**src/hw/rtl/hed_pkg.sv**
```systemverilog
// ----------------------------------------------------------------------------
// hed_pkg
// Shared constants, name tables and controller/datapath types for the
// html entity decoder.
// ----------------------------------------------------------------------------
package hed_pkg;

    typedef logic [7:0] byte_t;

    // capture window and derived widths
    localparam int LOOKAHEAD  = 10;
    localparam int CNT_W      = $clog2(LOOKAHEAD + 1);
    localparam int HIDX_W     = $clog2(LOOKAHEAD);
    localparam int BUF_AW     = $clog2(LOOKAHEAD + 2);
    localparam int BUF_DEPTH  = 2 ** BUF_AW;
    localparam int NAME_CHARS = 6;
    localparam int NAME_W     = 8 * NAME_CHARS;
    localparam int N_ASCII    = 7;
    localparam int N_LATIN    = 96;

    // character and encoding constants
    localparam byte_t CH_AMP     = 8'h26;
    localparam byte_t CH_SEMI    = 8'h3B;
    localparam int    LATIN_BASE = 160;
    localparam byte_t UTF8_LEAD  = 8'hC0;
    localparam byte_t UTF8_CONT  = 8'h80;
    localparam byte_t UTF8_MASK  = 8'h3F;

    // names are right-aligned, zero padded on the left
    localparam logic [NAME_W-1:0] ASCII_NAMES [N_ASCII] = '{
        "amp", "lt", "gt", "quot", "apos", "#39", "#039"
    };
    localparam byte_t ASCII_CODES [N_ASCII] = '{
        8'h26, 8'h3C, 8'h3E, 8'h22, 8'h27, 8'h27, 8'h27
    };
    localparam logic [NAME_W-1:0] LATIN_NAMES [N_LATIN] = '{
        "nbsp", "iexcl", "cent", "pound", "curren", "yen", "brvbar", "sect",
        "uml", "copy", "ordf", "laquo", "not", "shy", "reg", "macr",
        "deg", "plusmn", "sup2", "sup3", "acute", "micro", "para", "middot",
        "cedil", "sup1", "ordm", "raquo", "frac14", "frac12", "frac34", "iquest",
        "Agrave", "Aacute", "Acirc", "Atilde", "Auml", "Aring", "AElig", "Ccedil",
        "Egrave", "Eacute", "Ecirc", "Euml", "Igrave", "Iacute", "Icirc", "Iuml",
        "ETH", "Ntilde", "Ograve", "Oacute", "Ocirc", "Otilde", "Ouml", "times",
        "Oslash", "Ugrave", "Uacute", "Ucirc", "Uuml", "Yacute", "THORN", "szlig",
        "agrave", "aacute", "acirc", "atilde", "auml", "aring", "aelig", "ccedil",
        "egrave", "eacute", "ecirc", "euml", "igrave", "iacute", "icirc", "iuml",
        "eth", "ntilde", "ograve", "oacute", "ocirc", "otilde", "ouml", "divide",
        "oslash", "ugrave", "uacute", "ucirc", "uuml", "yacute", "thorn", "yuml"
    };

    // lookup result
    typedef struct packed {
        logic  hit;
        logic  two;
        byte_t b0;
        byte_t b1;
    } lookup_t;

    // controller to datapath
    typedef struct packed {
        logic in_ready;
        logic accept;
        logic proc;
        logic hit_emit;
        logic emit2;
        logic fail;
        logic flush;
    } cmd_t;

    // datapath to controller
    typedef struct packed {
        logic in_valid;
        logic q_empty;
        logic q_one;
        logic capturing;
        logic head_amp;
        logic head_semi;
        logic at_limit;
        logic hit;
        logic two;
        logic last;
        logic can_emit;
    } status_t;

endpackage

```
**src/hw/rtl/hed_if.sv**
```systemverilog
// ----------------------------------------------------------------------------
// hed_in_if / hed_out_if
// Valid/ready stream channels for escaped input text and decoded output.
// ----------------------------------------------------------------------------
interface hed_in_if;
    logic       valid;
    logic       ready;
    logic [7:0] in_byte;
    logic       last_byte;

    modport source (output valid, output in_byte, output last_byte, input ready);
    modport sink   (input valid, input in_byte, input last_byte, output ready);
endinterface

interface hed_out_if;
    logic       valid;
    logic       ready;
    logic [7:0] out_byte;
    logic       out_last;

    modport source (output valid, output out_byte, output out_last, input ready);
    modport sink   (input valid, input out_byte, input out_last, output ready);
endinterface

```
**src/hw/rtl/hed_ctrl.sv**
```systemverilog
// ----------------------------------------------------------------------------
// hed_ctrl
// Sequencer for the entity decoder: input transfer, byte scan, name lookup,
// second utf-8 byte, capture failure and end-of-string flush.
// ----------------------------------------------------------------------------
module hed_ctrl
    import hed_pkg::*;
(
    input  logic    clk,
    input  logic    rst_n,
    input  status_t status,
    output cmd_t    cmd
);

    typedef enum logic [5:0] {
        S_IDLE  = 6'b000001,
        S_RUN   = 6'b000010,
        S_LOOK  = 6'b000100,
        S_EMIT2 = 6'b001000,
        S_FAIL  = 6'b010000,
        S_FLUSH = 6'b100000
    } state_t;

    state_t state_reg, state_next;

    // where to go once the pending bytes are used up
    function automatic state_t step_end(input logic last, input logic cap);
        state_t s;
        if (last && cap) begin
            s = S_FAIL;
        end else if (last) begin
            s = S_FLUSH;
        end else begin
            s = S_IDLE;
        end
        return s;
    endfunction

    // next state and commands
    always_comb
    begin
        state_next   = state_reg;
        cmd          = '0;
        case (state_reg)
            S_IDLE:
            begin
                cmd.in_ready = 1'b1;
                if (status.in_valid) begin
                    cmd.accept = 1'b1;
                    state_next = S_RUN;
                end
            end
            S_RUN:
            begin
                if (status.q_empty) begin
                    state_next = step_end(status.last, status.capturing);
                end else if (status.can_emit) begin
                    cmd.proc = 1'b1;
                    if (status.capturing && status.head_semi) begin
                        state_next = S_LOOK;
                    end else if (status.capturing && status.at_limit) begin
                        state_next = S_FAIL;
                    end else if (status.q_one) begin
                        state_next = step_end(status.last,
                                              status.capturing || status.head_amp);
                    end
                end
            end
            S_LOOK:
            begin
                if (!status.hit) begin
                    state_next = S_FAIL;
                end else if (status.can_emit) begin
                    cmd.hit_emit = 1'b1;
                    if (status.two) begin
                        state_next = S_EMIT2;
                    end else if (status.q_empty) begin
                        state_next = step_end(status.last, 1'b0);
                    end else begin
                        state_next = S_RUN;
                    end
                end
            end
            S_EMIT2:
            begin
                if (status.can_emit) begin
                    cmd.emit2 = 1'b1;
                    if (status.q_empty) begin
                        state_next = step_end(status.last, 1'b0);
                    end else begin
                        state_next = S_RUN;
                    end
                end
            end
            S_FAIL:
            begin
                if (status.can_emit) begin
                    cmd.fail   = 1'b1;
                    state_next = S_RUN;
                end
            end
            S_FLUSH:
            begin
                if (status.can_emit) begin
                    cmd.flush  = 1'b1;
                    state_next = S_IDLE;
                end
            end
            default:
            begin
                state_next = S_IDLE;
            end
        endcase
    end

    // state register
    always_ff @(posedge clk or negedge rst_n)
    begin
        if (!rst_n) begin
            state_reg <= S_IDLE;
        end else begin
            state_reg <= state_next;
        end
    end

endmodule

```
**src/hw/rtl/hed_datapath.sv**
```systemverilog
// ----------------------------------------------------------------------------
// hed_datapath
// Replay buffer, capture window, name table compare, one-byte hold-back and
// output register of the entity decoder.
// ----------------------------------------------------------------------------
module hed_datapath
    import hed_pkg::*;
(
    input  logic             clk,
    input  logic             rst_n,
    hed_in_if.sink           in_ch,
    hed_out_if.source        out_ch,
    input  cmd_t             cmd,
    output status_t          status
);

    // replay buffer: bytes from the capture start onward stay until resolved
    byte_t             buf_reg [BUF_DEPTH];
    logic [BUF_AW-1:0] wr_reg, rd_reg, cs_reg;

    // capture window
    byte_t             held_reg [LOOKAHEAD];
    logic [CNT_W-1:0]  cnt_reg;
    logic              cap_reg;
    logic              last_reg;
    lookup_t           lk_reg;

    // hold-back byte and output register
    byte_t             pend_reg;
    logic              pend_valid_reg;
    byte_t             out_byte_reg;
    logic              out_last_reg;
    logic              out_valid_reg;

    byte_t             head;
    lookup_t           lk_now;
    logic              can_emit;
    logic              emit;
    byte_t             emit_byte;
    logic [CNT_W-1:0]  name_len;

    // compare one table name with the held bytes
    function automatic logic name_eq(input logic [NAME_W-1:0] nm,
                                     input byte_t h [LOOKAHEAD],
                                     input logic [CNT_W-1:0] len);
        logic eq;
        logic ok;
        eq = 1'b0;
        for (int k = 1; k <= NAME_CHARS; k++) begin
            ok = (len == CNT_W'(k)) && (nm[8*k-1 -: 8] != 8'd0) && ((nm >> (8*k)) == '0);
            for (int i = 0; i < k; i++) begin
                ok = ok && (h[i] == nm[8*(k-1-i) +: 8]);
            end
            if (ok) begin
                eq = 1'b1;
            end
        end
        return eq;
    endfunction

    // ascii names first, then latin-1 names
    function automatic lookup_t name_lookup(input byte_t h [LOOKAHEAD],
                                            input logic [CNT_W-1:0] len);
        lookup_t r;
        byte_t   code;
        r = '0;
        for (int i = 0; i < N_ASCII; i++) begin
            if (!r.hit && name_eq(ASCII_NAMES[i], h, len)) begin
                r.hit = 1'b1;
                r.b0  = ASCII_CODES[i];
            end
        end
        for (int i = 0; i < N_LATIN; i++) begin
            if (!r.hit && name_eq(LATIN_NAMES[i], h, len)) begin
                code  = 8'(LATIN_BASE + i);
                r.hit = 1'b1;
                r.two = 1'b1;
                r.b0  = UTF8_LEAD | (code >> 6);
                r.b1  = UTF8_CONT | (code & UTF8_MASK);
            end
        end
        return r;
    endfunction

    // head byte, lookup and emit selection
    assign head     = buf_reg[rd_reg];
    assign name_len = cnt_reg - CNT_W'(1);
    assign lk_now   = name_lookup(held_reg, name_len);
    assign can_emit = !pend_valid_reg || !out_valid_reg || out_ch.ready;

    always_comb
    begin
        emit      = 1'b0;
        emit_byte = head;
        if (cmd.proc && !cap_reg && (head != CH_AMP)) begin
            emit = 1'b1;
        end else if (cmd.hit_emit) begin
            emit      = 1'b1;
            emit_byte = lk_now.b0;
        end else if (cmd.emit2) begin
            emit      = 1'b1;
            emit_byte = lk_reg.b1;
        end else if (cmd.fail) begin
            emit      = 1'b1;
            emit_byte = CH_AMP;
        end
    end

    // status to controller
    always_comb
    begin
        status.in_valid  = in_ch.valid;
        status.q_empty   = (rd_reg == wr_reg);
        status.q_one     = (rd_reg + BUF_AW'(1) == wr_reg);
        status.capturing = cap_reg;
        status.head_amp  = (head == CH_AMP);
        status.head_semi = (head == CH_SEMI);
        status.at_limit  = (cnt_reg == CNT_W'(LOOKAHEAD - 1));
        status.hit       = lk_now.hit;
        status.two       = lk_now.two;
        status.last      = last_reg;
        status.can_emit  = can_emit;
    end

    // buffer and held byte storage
    always_ff @(posedge clk)
    begin
        if (cmd.accept) begin
            buf_reg[wr_reg] <= in_ch.in_byte;
        end
        if (cmd.proc && cap_reg) begin
            held_reg[cnt_reg[HIDX_W-1:0]] <= head;
        end
        if (cmd.hit_emit) begin
            lk_reg <= lk_now;
        end
        if (emit) begin
            pend_reg <= emit_byte;
        end
        if ((emit && pend_valid_reg) || cmd.flush) begin
            out_byte_reg <= pend_reg;
        end
    end

    // pointers and capture control
    always_ff @(posedge clk or negedge rst_n)
    begin
        if (!rst_n) begin
            wr_reg   <= '0;
            rd_reg   <= '0;
            cs_reg   <= '0;
            cnt_reg  <= '0;
            cap_reg  <= 1'b0;
            last_reg <= 1'b0;
        end else begin
            if (cmd.accept) begin
                wr_reg   <= wr_reg + BUF_AW'(1);
                last_reg <= in_ch.last_byte;
            end
            if (cmd.proc) begin
                rd_reg <= rd_reg + BUF_AW'(1);
                if (cap_reg) begin
                    cnt_reg <= cnt_reg + CNT_W'(1);
                end else if (head == CH_AMP) begin
                    cap_reg <= 1'b1;
                    cnt_reg <= '0;
                    cs_reg  <= rd_reg + BUF_AW'(1);
                end
            end
            if (cmd.hit_emit) begin
                cap_reg <= 1'b0;
                cnt_reg <= '0;
            end
            if (cmd.fail) begin
                rd_reg  <= cs_reg;
                cap_reg <= 1'b0;
                cnt_reg <= '0;
            end
        end
    end

    // hold-back and output valid
    always_ff @(posedge clk or negedge rst_n)
    begin
        if (!rst_n) begin
            pend_valid_reg <= 1'b0;
            out_valid_reg  <= 1'b0;
            out_last_reg   <= 1'b0;
        end else begin
            if (emit) begin
                pend_valid_reg <= 1'b1;
                if (pend_valid_reg) begin
                    out_valid_reg <= 1'b1;
                    out_last_reg  <= 1'b0;
                end else if (out_ch.ready) begin
                    out_valid_reg <= 1'b0;
                end
            end else if (cmd.flush) begin
                pend_valid_reg <= 1'b0;
                out_valid_reg  <= 1'b1;
                out_last_reg   <= 1'b1;
            end else if (out_ch.ready) begin
                out_valid_reg <= 1'b0;
            end
        end
    end

    // channel outputs
    assign in_ch.ready     = cmd.in_ready;
    assign out_ch.valid    = out_valid_reg;
    assign out_ch.out_byte = out_byte_reg;
    assign out_ch.out_last = out_last_reg;

    // flush always has a held-back byte to mark as last
    a_flush_pend: assert property (@(posedge clk) disable iff (!rst_n)
        cmd.flush |-> pend_valid_reg)
        else $error("flush without held-back byte");

    // pending bytes never exceed what one step can replay
    a_occupancy: assert property (@(posedge clk) disable iff (!rst_n)
        (BUF_AW'(wr_reg - rd_reg) <= BUF_AW'(LOOKAHEAD + 1)))
        else $error("replay buffer overfilled");

    // window count is cleared whenever no capture is open
    a_cnt_idle: assert property (@(posedge clk) disable iff (!rst_n)
        !cap_reg |-> (cnt_reg == '0))
        else $error("held count nonzero outside capture");

endmodule

```
**src/hw/rtl/html_entity_decoder_core.sv**
```systemverilog
// ----------------------------------------------------------------------------
// html_entity_decoder_core
// Streaming html entity decoder, latin-1 names to utf-8.
// ----------------------------------------------------------------------------
// Usage:
//   in_ch carries escaped text one byte per transfer, last_byte marking the
//   end of a string; out_ch carries decoded bytes, out_last on the final one.
//   A plain byte takes an input transfer, then a scan, before in_ch is
//   ready again; the final byte of a string adds a flush step to release
//   the held-back byte with out_last. A byte that closes a name adds a
//   name table compare step and, for a latin-1 name, a step for the second
//   utf-8 byte. A failed capture emits the '&' and then scans each held byte
//   again from the replay buffer; the input is not taken during that time.
//   One decoded byte is held back until the next one is produced or the
//   string ends, so it can carry out_last; output appears one byte later
//   than the scan that made it. The output register frees the scan from the
//   receiver: while out_ch is stalled the scan runs until it has a second
//   byte ready, then waits.
//   After reset no capture is open, both channels are empty, and in_ch is
//   ready at once.
// ----------------------------------------------------------------------------
module html_entity_decoder_core
    import hed_pkg::*;
(
    input  logic      clk,
    input  logic      rst_n,
    hed_in_if.sink    in_ch,
    hed_out_if.source out_ch
);

    cmd_t    cmd;
    status_t status;

    // sequencer
    hed_ctrl u_ctrl (
        .clk    (clk),
        .rst_n  (rst_n),
        .status (status),
        .cmd    (cmd)
    );

    // buffers, lookup and output
    hed_datapath u_datapath (
        .clk    (clk),
        .rst_n  (rst_n),
        .in_ch  (in_ch),
        .out_ch (out_ch),
        .cmd    (cmd),
        .status (status)
    );

endmodule

```
**src/flat_wrapper.sv**
```systemverilog
// flat-port wrapper written by rule: the top's interface ports become plain ports
module html_entity_decoder_core_flat import hed_pkg::*;
  (clk, rst_n, in_ch_valid, in_ch_in_byte, in_ch_last_byte, in_ch_ready, out_ch_valid, out_ch_out_byte, out_ch_out_last, out_ch_ready);
  hed_in_if in_ch_i ();
  hed_out_if out_ch_i ();
  input  logic clk;
  input  logic rst_n;
  input wire logic [$bits(in_ch_i.valid)-1:0] in_ch_valid;
  input wire logic [$bits(in_ch_i.in_byte)-1:0] in_ch_in_byte;
  input wire logic [$bits(in_ch_i.last_byte)-1:0] in_ch_last_byte;
  output wire logic [$bits(in_ch_i.ready)-1:0] in_ch_ready;
  output wire logic [$bits(out_ch_i.valid)-1:0] out_ch_valid;
  output wire logic [$bits(out_ch_i.out_byte)-1:0] out_ch_out_byte;
  output wire logic [$bits(out_ch_i.out_last)-1:0] out_ch_out_last;
  input wire logic [$bits(out_ch_i.ready)-1:0] out_ch_ready;
  assign in_ch_i.valid = in_ch_valid;
  assign in_ch_i.in_byte = in_ch_in_byte;
  assign in_ch_i.last_byte = in_ch_last_byte;
  assign in_ch_ready = in_ch_i.ready;
  assign out_ch_valid = out_ch_i.valid;
  assign out_ch_out_byte = out_ch_i.out_byte;
  assign out_ch_out_last = out_ch_i.out_last;
  assign out_ch_i.ready = out_ch_ready;
  html_entity_decoder_core u_core (.clk(clk), .rst_n(rst_n), .in_ch(in_ch_i), .out_ch(out_ch_i));
endmodule
```
**config.mk**
```make
export PLATFORM = sky130hd
export DESIGN_NAME = html_entity_decoder_core_flat
export DESIGN_NICKNAME = d
export VERILOG_FILES = /design/src/hw/rtl/hed_pkg.sv /design/src/hw/rtl/hed_if.sv /design/src/hw/rtl/hed_ctrl.sv /design/src/hw/rtl/hed_datapath.sv /design/src/hw/rtl/html_entity_decoder_core.sv /design/src/flat_wrapper.sv
export SDC_FILE = /design/constraint.sdc
export NUM_CORES = 1
export LEC_CHECK = 0
export ABC_AREA = 1
export ABC_CLOCK_PERIOD_IN_PS = 14650
export BUFFER_PORTS_ARGS = -buffer_cell sky130_fd_sc_hd__buf_2
export CAP_MARGIN = 15
export CORE_MARGIN = 2
export CORE_UTILIZATION = 28
export DETAILED_ROUTE_END_ITERATION = 7
export MAX_ROUTING_LAYER = met4
export PLACE_DENSITY = 0.48
export SLEW_MARGIN = 10
export SYNTH_ARGS = -nofsm -noshare
export SYNTH_HDL_FRONTEND = slang
export SYNTH_HIERARCHICAL = 1
export SYNTH_SLANG_ARGS = --single-unit
```
**constraint.sdc**
```tcl
create_clock -name clk -period 14.65 [get_ports clk]
set_clock_uncertainty 0.15 [all_clocks]
set_input_delay 2.1975 -clock clk [delete_from_list [all_inputs] [get_ports clk]]
set_output_delay 2.1975 -clock clk [all_outputs]
set_load 0.02 [all_outputs]
```
==> out/qor_table.md, run 1 <==
| Quantity | Value |
| --- | --- |
| Result of the run | finished clean |
| Clock period minus worst slack | 7.76 ns |
| Average footprint of a synthesized cell | 8.31 um^2 |
| Quantity of I/O buffers inserted on ports | 23 |
| Overflow left after global routing | 0 |
| Switching pwr | 0.000696 W |
| Clock insertion delay at the later pin of the skew report | 0.53 ns |
| Layout cell share with drive strength beyond 1 | 8.56% |
| Final cell area excluding filler cells | 14,400 um^2 |
| Post-cts sizing count | 0 |
| Overall die area | 47,400 um^2 |
| Number of enable flip-flop cells after synthesis | 199 |
| Average via count per standard cell | 5.02 |
| Hold Fails Final Rpt | 0 |
| Maximum number of pins on one net before global-route repair | 65 |
| Cell at the slowest stage of the critical path | sky130_fd_sc_hd__dfrtp_1 |
| Maximum buffer depth of the clock tree | 3 |
| Part of the power in combinational logic | 27.5% |
| Arrival time at the worst endpoint | 7.82 ns |
| Capturing element type of the critical path | register |
| Post-detail-place hpwl | 31.9 mm |
| Final core utilization | 31.8% |
| Post-CTS clock slew at the launch and capture registers of the worst setup and hold paths | 0.06 ns |
| Cell at the root of the clock tree | sky130_fd_sc_hd__clkbuf_16 |
| RePlAce Congestion | 0.972 |
| Cell internal pwr | 0.00127 W |
| Max FFs per register | 128 |
| X dimension of the die | 218 um |
| Number of buffers created by CTS | 26 |
| Effective utilization at floorplan | 28.2% |
| Type of the worst min-delay path | register to register |
| Pins over their slew limit | 0 |
| Area occupied by registers | 6650 um^2 |
| Die Ht | 218 um |
| Share of total power in sequential cells | 43.2% |
| R2R Setup Slk | 6.89 ns |
| Flops & latches, synth | 226 |
| Cell Area, Synth | 12,800 um^2 |
| Detailed Route WL | 42.1 mm |
| Post-route worst hold slack | 0.273 ns |
| Fmax | 0.129 GHz |
| Register area share after synthesis | 52.0% |
| Placement row count | 78 |
| Final routed DRC violation total | 0 |
| Nets | 1,595 |
| Number of global-route vias before repair | 10,650 |
| Count of distinct cell types in the synthesized netlist | 51 |
| Overall fraction of global-route tracks in use | 18.2% |
| Leading cell type by number of instances after synthesis | sky130_fd_sc_hd__nor2_1 |
| Path type of the worst setup path | register to register |
| Core Box Area | 45,300 um^2 |
| Initial detailed-routing violation count | 1,058 |
| Htree depth | 1 |
| Via Count | 10,990 |
| Most used standard cells in the synthesized netlist | sky130_fd_sc_hd__nor2_1 (290), sky130_fd_sc_hd__nand2_1 (262), sky130_fd_sc_hd__inv_1 (214) |
| Setup TNS | 0 ns |
| Gate Count Post-Synth | 1,539 |
| Clock group share of total power | 29.3% |
| Cell taking the most area after synthesis | sky130_fd_sc_hd__edfxtp_1 |
| Switching fraction of total power | 35.3% |
| TritonCTS clock tree | yes |
| Worst setup margin | 6.89 ns |
| Buffer count from post-CTS setup fixing | 0 |
| Number of failing setup endpoints in the final timing report | 0 |
| Placement-stage worst setup slack | 6.93 ns |
| Number of max-cap violations | 0 |
| Final critical-path share of the clock period | 52.9% |
| Ys async rst share | 11.9% |
| Crit path largest cell delay | 0.45 ns |
| Post-place instance area | 13,600 um^2 |
| Static Leakage | 5.62 nW |
| Number of detailed-route iterations in the first pass | 6 |
| Number of routed nets with antenna violations | 0 |
| Filler instances | 4,842 |
| Power per unit of standard cell area | 137 nW/um^2 |
| Area of combinational cells with multiple inputs | 5130 um^2 |
| Net count of the mapped netlist | 1,564 |
| WL/cell | 19.2 um |
| Worst slew margin | 26.6% |
| First-pass GRT wire length | 64.0 mm |
| Largest cells by area after synthesis | sky130_fd_sc_hd__edfxtp_1 (47%), sky130_fd_sc_hd__nor2_1 (8.5%), sky130_fd_sc_hd__nand2_1 (7.7%), sky130_fd_sc_hd__inv_1 (6.3%), sky130_fd_sc_hd__dfrtp_1 (5.1%) |
| Most Frequent Cell on Critical Path | sky130_fd_sc_hd__nand4_1 |
| Sinks on Clock Net | 226 |
| CP required | 14.71 ns |
| Pin slew with the least headroom to its limit | 1.10 ns |
| Most common flop cell mapped by yosys | sky130_fd_sc_hd__edfxtp_1 |
| Peak fanout along the critical path | 16 |
| Category of the worst setup path launch point | register |
| I/O pin cnt | 24 |
| Setup repair after global routing missed its margin | false |
| Cts hold-fix bufs | 0 |
| Top-area cell type share of the netlist area | 46.7% |
| Peak VDD IR | 0.0000978 V |
| Layout Area Growth over Synthesis | 12.4% |
| Yosys warnings | 6 |
| Initial antenna violation count | 1 |
[cell families after synthesis]
logic type      Yosys count  synth area share [%]
simple gates            878                  31.2
buf+inv                 268                  8.02
flops                   226                  52.0
compound gates          145                  6.87
fa+ha+maj                12                  1.17
xor+xnor                  9                 0.616
mux                       1                0.0880
[layout by cell type, fill, tap and decap left out, types with 3 or more instances in the layout]
cell type / n
sky130_fd_sc_hd__a221oi_1: 11
sky130_fd_sc_hd__nor3_2: 3
sky130_fd_sc_hd__clkbuf_1: 8
sky130_fd_sc_hd__nand2_1: 262
sky130_fd_sc_hd__buf_2: 24
sky130_fd_sc_hd__nand3_1: 89
sky130_fd_sc_hd__a21oi_1: 28
sky130_fd_sc_hd__buf_4: 10
sky130_fd_sc_hd__o211ai_1: 4
sky130_fd_sc_hd__o21ai_0: 67
sky130_fd_sc_hd__clkinv_1: 4
sky130_fd_sc_hd__inv_2: 23
sky130_fd_sc_hd__edfxtp_1: 199
sky130_fd_sc_hd__clkbuf_16: 26
sky130_fd_sc_hd__dfrtp_1: 25
sky130_fd_sc_hd__xor2_1: 8
sky130_fd_sc_hd__ha_1: 12
sky130_fd_sc_hd__nor2_1: 290
sky130_fd_sc_hd__o22ai_1: 15
sky130_fd_sc_hd__nand4_1: 80
sky130_fd_sc_hd__inv_1: 214
sky130_fd_sc_hd__o221ai_1: 7
sky130_fd_sc_hd__nand2_2: 8
sky130_fd_sc_hd__nor2_2: 12
sky130_fd_sc_hd__nand3_2: 10
sky130_fd_sc_hd__clkinv_2: 4
sky130_fd_sc_hd__nor3b_1: 5
sky130_fd_sc_hd__nor3_1: 73
sky130_fd_sc_hd__nand3b_1: 4
sky130_fd_sc_hd__nor4_1: 30
[power groups by stage]
stage	sequential (W)	combinational, W	clock, W
2_1_floorplan	0.000853	0.000345	0
3_3_place_gp	0.000864	0.000545	0
3_5_place_dp	0.000864	0.000548	0
4_1_cts	0.000851	0.000550	0.000597
5_1_grt	0.000858	0.000606	0.000620
6_report	0.000851	0.000543	0.000578
[cell type report]
type,instances,share of cell area [%]
well taps,600,5.22
multi-input cells,1045,35.7
diodes,1,0.0174
clock inverters,11,0.461
flip-flops and latches,226,46.3
repair buffers,34,1.36
inverters,237,6.19
clock buffers,35,4.83
[worst max-delay path: cells and delay by family (launching register included)]
kind,cells,cell delay [ns]
fa+ha+maj,1,0.23
buf+inv,7,0.90
simple gates,57,5.68
flops,1,0.45
[final timing paths]
kind | start | end | cells after the start
max | u_core/u_datapath/cnt_reg[1] | u_core/u_datapath/out_ch.out_byte[6] | 65
min reg2reg | u_core/u_datapath/pend_reg[4] | u_core/u_datapath/out_ch.out_byte[4] | 0
min in group asynchronous | rst_n | u_core/u_datapath/cnt_reg[1] | 1
max in group asynchronous | rst_n | u_core/u_datapath/rd_reg[0] | 1
min | u_core/u_datapath/pend_reg[4] | u_core/u_datapath/out_ch.out_byte[4] | 0
max reg2reg | u_core/u_datapath/cnt_reg[1] | u_core/u_datapath/out_ch.out_byte[6] | 65
[layer usage]
metal / up-vias / share of wire [%] / wire length [um] / GRT usage (%)
li1: 5325 / - / - / -
met1: 5228 / 45 / 19100 / 23.9
met2: 359 / 47 / 19800 / 29.9
met3: 78 / 5.0 / 2080 / 1.94
met4: 0 / 2.6 / 1110 / 4.78
met5: - / 0 / 0 / -
[per-stage QoR]
| step | total power, W | instances |
|---|---|---|
| 2_1_floorplan | 0.00120 | 1539 |
| 3_3_place_gp | 0.00141 | 2141 |
| 3_5_place_dp | 0.00141 | 2141 |
| 4_1_cts | 0.00200 | 2187 |
| 5_1_grt | 0.00208 | 2189 |
| 6_report | 0.00197 | 2189 |
Power figures use the tool's default switching activity.
==> inputs of run 2 (changes only) <==
--- a/config.mk
+++ b/config.mk
@@ -6,14 +6,14 @@
 export NUM_CORES = 1
 export LEC_CHECK = 0
 export ABC_AREA = 1
-export ABC_CLOCK_PERIOD_IN_PS = 14650
+export ABC_CLOCK_PERIOD_IN_PS = 6810
 export BUFFER_PORTS_ARGS = -buffer_cell sky130_fd_sc_hd__buf_2
 export CAP_MARGIN = 15
 export CORE_MARGIN = 2
 export CORE_UTILIZATION = 28
 export DETAILED_ROUTE_END_ITERATION = 7
 export MAX_ROUTING_LAYER = met4
-export PLACE_DENSITY = 0.48
+export PLACE_DENSITY = 0.49
 export SLEW_MARGIN = 10
 export SYNTH_ARGS = -nofsm -noshare
 export SYNTH_HDL_FRONTEND = slang
==> constraint.sdc (replaced) <==
create_clock -name clk -period 6.81 [get_ports clk]
set_clock_uncertainty 0.15 [all_clocks]
set_input_delay 1.0215 -clock clk [delete_from_list [all_inputs] [get_ports clk]]
set_output_delay 1.0215 -clock clk [all_outputs]
set_load 0.02 [all_outputs]
==> run 2 against run 1 <==
Sequential cell count unchanged. Routed wire length up 1.6%. Critical path depth down 6. Core utilization up 1.8 points. Critical path type unchanged. Largest power group unchanged.
==> out/qor_table.md, run 2 (same netlist as run 1, synthesis figures left out) <==
| Quantity | Value | Change |
| --- | --- | --- |
| Detailed Route WL | 42.7 mm | was 42.1 mm |
| X dimension of the die | 218 um | unchanged |
| Peak VDD IR | 0.000203 V | was 0.0000978 V |
| Pin slew with the least headroom to its limit | 1.21 ns | was 1.10 ns |
| Setup TNS | 0 ns | unchanged |
| Part of the power in combinational logic | 28.3% | was 27.5% |
| Commonest cells after routing, fill and taps aside | sky130_fd_sc_hd__nor2_1 (282), sky130_fd_sc_hd__nand2_1 (251), sky130_fd_sc_hd__inv_1 (202), sky130_fd_sc_hd__edfxtp_1 (199) | was sky130_fd_sc_hd__nor2_1 (290), sky130_fd_sc_hd__nand2_1 (262), sky130_fd_sc_hd__inv_1 (214), sky130_fd_sc_hd__edfxtp_1 (199), sky130_fd_sc_hd__nand3_1 (89) |
| Overall die area | 47,400 um^2 | unchanged |
| WL/cell | 18.8 um | was 19.2 um |
| Capturing element type of the critical path | register | unchanged |
| Maximum buffer depth of the clock tree | 3 | unchanged |
| Core Box Area | 45,300 um^2 | unchanged |
| Placement-stage worst setup slack | -0.101 ns | was 6.93 ns |
| Final critical-path share of the clock period | 97.1% | was 52.9% |
| Arrival time at the worst endpoint | 6.76 ns | was 7.82 ns |
| Worst setup path startpoint | u_core/u_datapath/cnt_reg[1] | unchanged |
| Most frequent standard cell in the layout excluding fill and tap cells | sky130_fd_sc_hd__nor2_1 | unchanged |
| Switching fraction of total power | 35.6% | was 35.3% |
| Number of cells in the design after placement | 2,205 | was 2,141 |
| Cell internal pwr | 0.00277 W | was 0.00127 W |
| Fmax | 0.151 GHz | was 0.129 GHz |
| Die Ht | 218 um | unchanged |
| TritonCTS clock tree | yes | unchanged |
| Post-CTS clock slew at the launch and capture registers of the worst setup and hold paths | 0.06 ns | about the same |
| Post-place instance area | 14,100 um^2 | was 13,600 um^2 |
| Layout cell share with drive strength beyond 1 | 15.6% | was 8.56% |
| Average via count per standard cell | 4.98 | was 5.02 |
| Number of max-cap violations | 0 | unchanged |
| Source of the worst register-to-register timing path | u_core/u_datapath/cnt_reg[1] | unchanged |
| R2R Setup Slk | 0.20 ns | was 6.89 ns |
| Cell at the slowest stage of the critical path | sky130_fd_sc_hd__dfrtp_1 | unchanged |
| Setup repair after global routing missed its margin | true | was false |
| Initial antenna violation count | 0 | was 1 |
| Number of routed nets with antenna violations | 0 | unchanged |
| Result of the run | finished clean | unchanged |
| Worst setup margin | 0.197 ns | was 6.89 ns |
| Clock group share of total power | 29.2% | was 29.3% |
| Overflow left after global routing | 0 | unchanged |
| Max FFs per register | 128 | unchanged |
| Clock insertion delay at the later pin of the skew report | 0.53 ns | about the same |
| Post-detail-place hpwl | 32.5 mm | was 31.9 mm |
| I/O pin cnt | 24 | unchanged |
| Effective utilization at floorplan | 28.2% | unchanged |
| Number of detailed-route iterations in the first pass | 5 | was 6 |
| Clock period minus worst slack | 6.61 ns | was 7.76 ns |
| Cell at the root of the clock tree | sky130_fd_sc_hd__clkbuf_16 | unchanged |
| Quantity of I/O buffers inserted on ports | 23 | unchanged |
| Pins over their slew limit | 0 | unchanged |
| Overall fraction of global-route tracks in use | 18.4% | was 18.2% |
| Final routed DRC violation total | 0 | unchanged |
| Hold Fails Final Rpt | 0 | unchanged |
| Switching pwr | 0.00154 W | was 0.000696 W |
| Non-filler cells, final | 2,269 | was 2,189 |
| Most Frequent Cell on Critical Path | sky130_fd_sc_hd__nand4_1 | unchanged |
| Crit path largest cell delay | 0.38 ns | was 0.45 ns |
| Nets | 1,678 | was 1,595 |
| Peak fanout along the critical path | 5 | was 16 |
| Number of global-route vias before repair | 10,768 | was 10,650 |
| RePlAce Congestion | 1.00 | was 0.972 |
| Static Leakage | 6.09 nW | was 5.62 nW |
| Path type of the worst setup path | register to register | unchanged |
| RR Endpoint | u_core/u_datapath/lk_reg[1] | was u_core/u_datapath/out_ch.out_byte[6] |
| Htree depth | 1 | unchanged |
| Category of the worst setup path launch point | register | unchanged |
| Layout Area Growth over Synthesis | 18.9% | was 12.4% |
| Number of failing setup endpoints in the final timing report | 0 | unchanged |
| Power per unit of standard cell area | 283 nW/um^2 | was 137 nW/um^2 |
| Worst slew margin | 18.7% | was 26.6% |
| Share of total power in sequential cells | 42.5% | was 43.2% |
| Sinks on Clock Net | 226 | unchanged |
| Worst setup endpoint | u_core/u_datapath/lk_reg[1] | was u_core/u_datapath/out_ch.out_byte[6] |
| Number of buffers created by CTS | 26 | unchanged |
| Maximum number of pins on one net before global-route repair | 61 | was 65 |
| Type of the worst min-delay path | register to register | unchanged |
| Final cell area excluding filler cells | 15,200 um^2 | was 14,400 um^2 |
| Placement row count | 78 | unchanged |
| Initial detailed-routing violation count | 778 | was 1,058 |
| Final core utilization | 33.6% | was 31.8% |
| First-pass GRT wire length | 64.5 mm | was 64.0 mm |
| CP required | 6.96 ns | was 14.71 ns |
| Via Count | 11,296 | was 10,990 |
| Filler instances | 4,753 | was 4,842 |
| Antenna cell count | 0 | was 1 |
| Depth of the most critical reg-to-reg path | 59 | was 65 |
[run 2: stage by stage]
step | hold WS (ns) | power (W)
floorplan | 0.250 | 0.00258
global placement | 0.260 | 0.00303
detailed placement | 0.256 | 0.00304
CTS | 0.270 | 0.00432
global route | 0.277 | 0.00454
finish | 0.271 | 0.00431
[run 2: power by group through the flow]
stage	Clock [W]	Sequential (W)	Combinational, W
floorplan	0	0.00184	0.000741
global placement	0	0.00186	0.00117
detailed placement	0	0.00186	0.00118
CTS	0.00129	0.00183	0.00119
global route	0.00134	0.00185	0.00135
finish	0.00126	0.00183	0.00122
[run 2: what timing repair did]
| action | 4_1_cts | 5_1_grt |
|---|---|---|
| buffers inserted | 1 | 18 |
| gates cloned | 0 | 2 |
| gates resized for setup | 6 | 69 |
| hold buffers | 0 | 0 |
| endpoints found under the setup margin | 14 | 45 |
| hold endpoints to repair | 0 | 0 |
| pin swaps | 1 | 18 |
[run 2: routing by layer]
layer	part of all wire, %	GRT usage, %	up-vias
li1	-	-	5484
met2	47	30.2	327
met1	46	24.2	5423
met4	2.6	5.15	0
met3	4.2	1.63	62
met5	0	-	-
[run 2: critical path: cells and delay by family, from the launching register on]
kind,cells,cell delay (ns)
DFF,1,0.38
adders and majority gates,1,0.21
and+or+nand+nor,51,4.72
buffers and inverters,7,0.92
[run 2: area by class of cell]
cell class | count | area (um^2) | share of cell area (%)
Clock inverter | 10 | 53.8 | 0.354
Inverter | 237 | 892 | 5.87
Sequential cell | 226 | 6660 | 43.8
Clock buffer | 34 | 702 | 4.62
Tap cell | 600 | 751 | 4.94
Multi-Input combinational cell | 1045 | 5320 | 35.0
Timing Repair Buffer | 117 | 838 | 5.51
[run 2: worst min path at each step]
stage / endpoint / cells past startpoint / slack [ns] / startpoint
floorplan: u_core/u_datapath/out_ch.out_byte[0] / 0 / 0.25 / u_core/u_datapath/pend_reg[0]
global placement: u_core/u_datapath/out_ch.out_byte[7] / 0 / 0.26 / u_core/u_datapath/pend_reg[7]
detailed placement: u_core/u_datapath/out_ch.out_byte[7] / 0 / 0.26 / u_core/u_datapath/pend_reg[7]
CTS: u_core/u_datapath/out_ch.out_byte[7] / 0 / 0.27 / u_core/u_datapath/pend_reg[7]
global route: u_core/u_datapath/out_ch.out_byte[4] / 0 / 0.28 / u_core/u_datapath/pend_reg[4]
finish: u_core/u_datapath/out_ch.out_byte[3] / 0 / 0.27 / u_core/u_datapath/pend_reg[3]
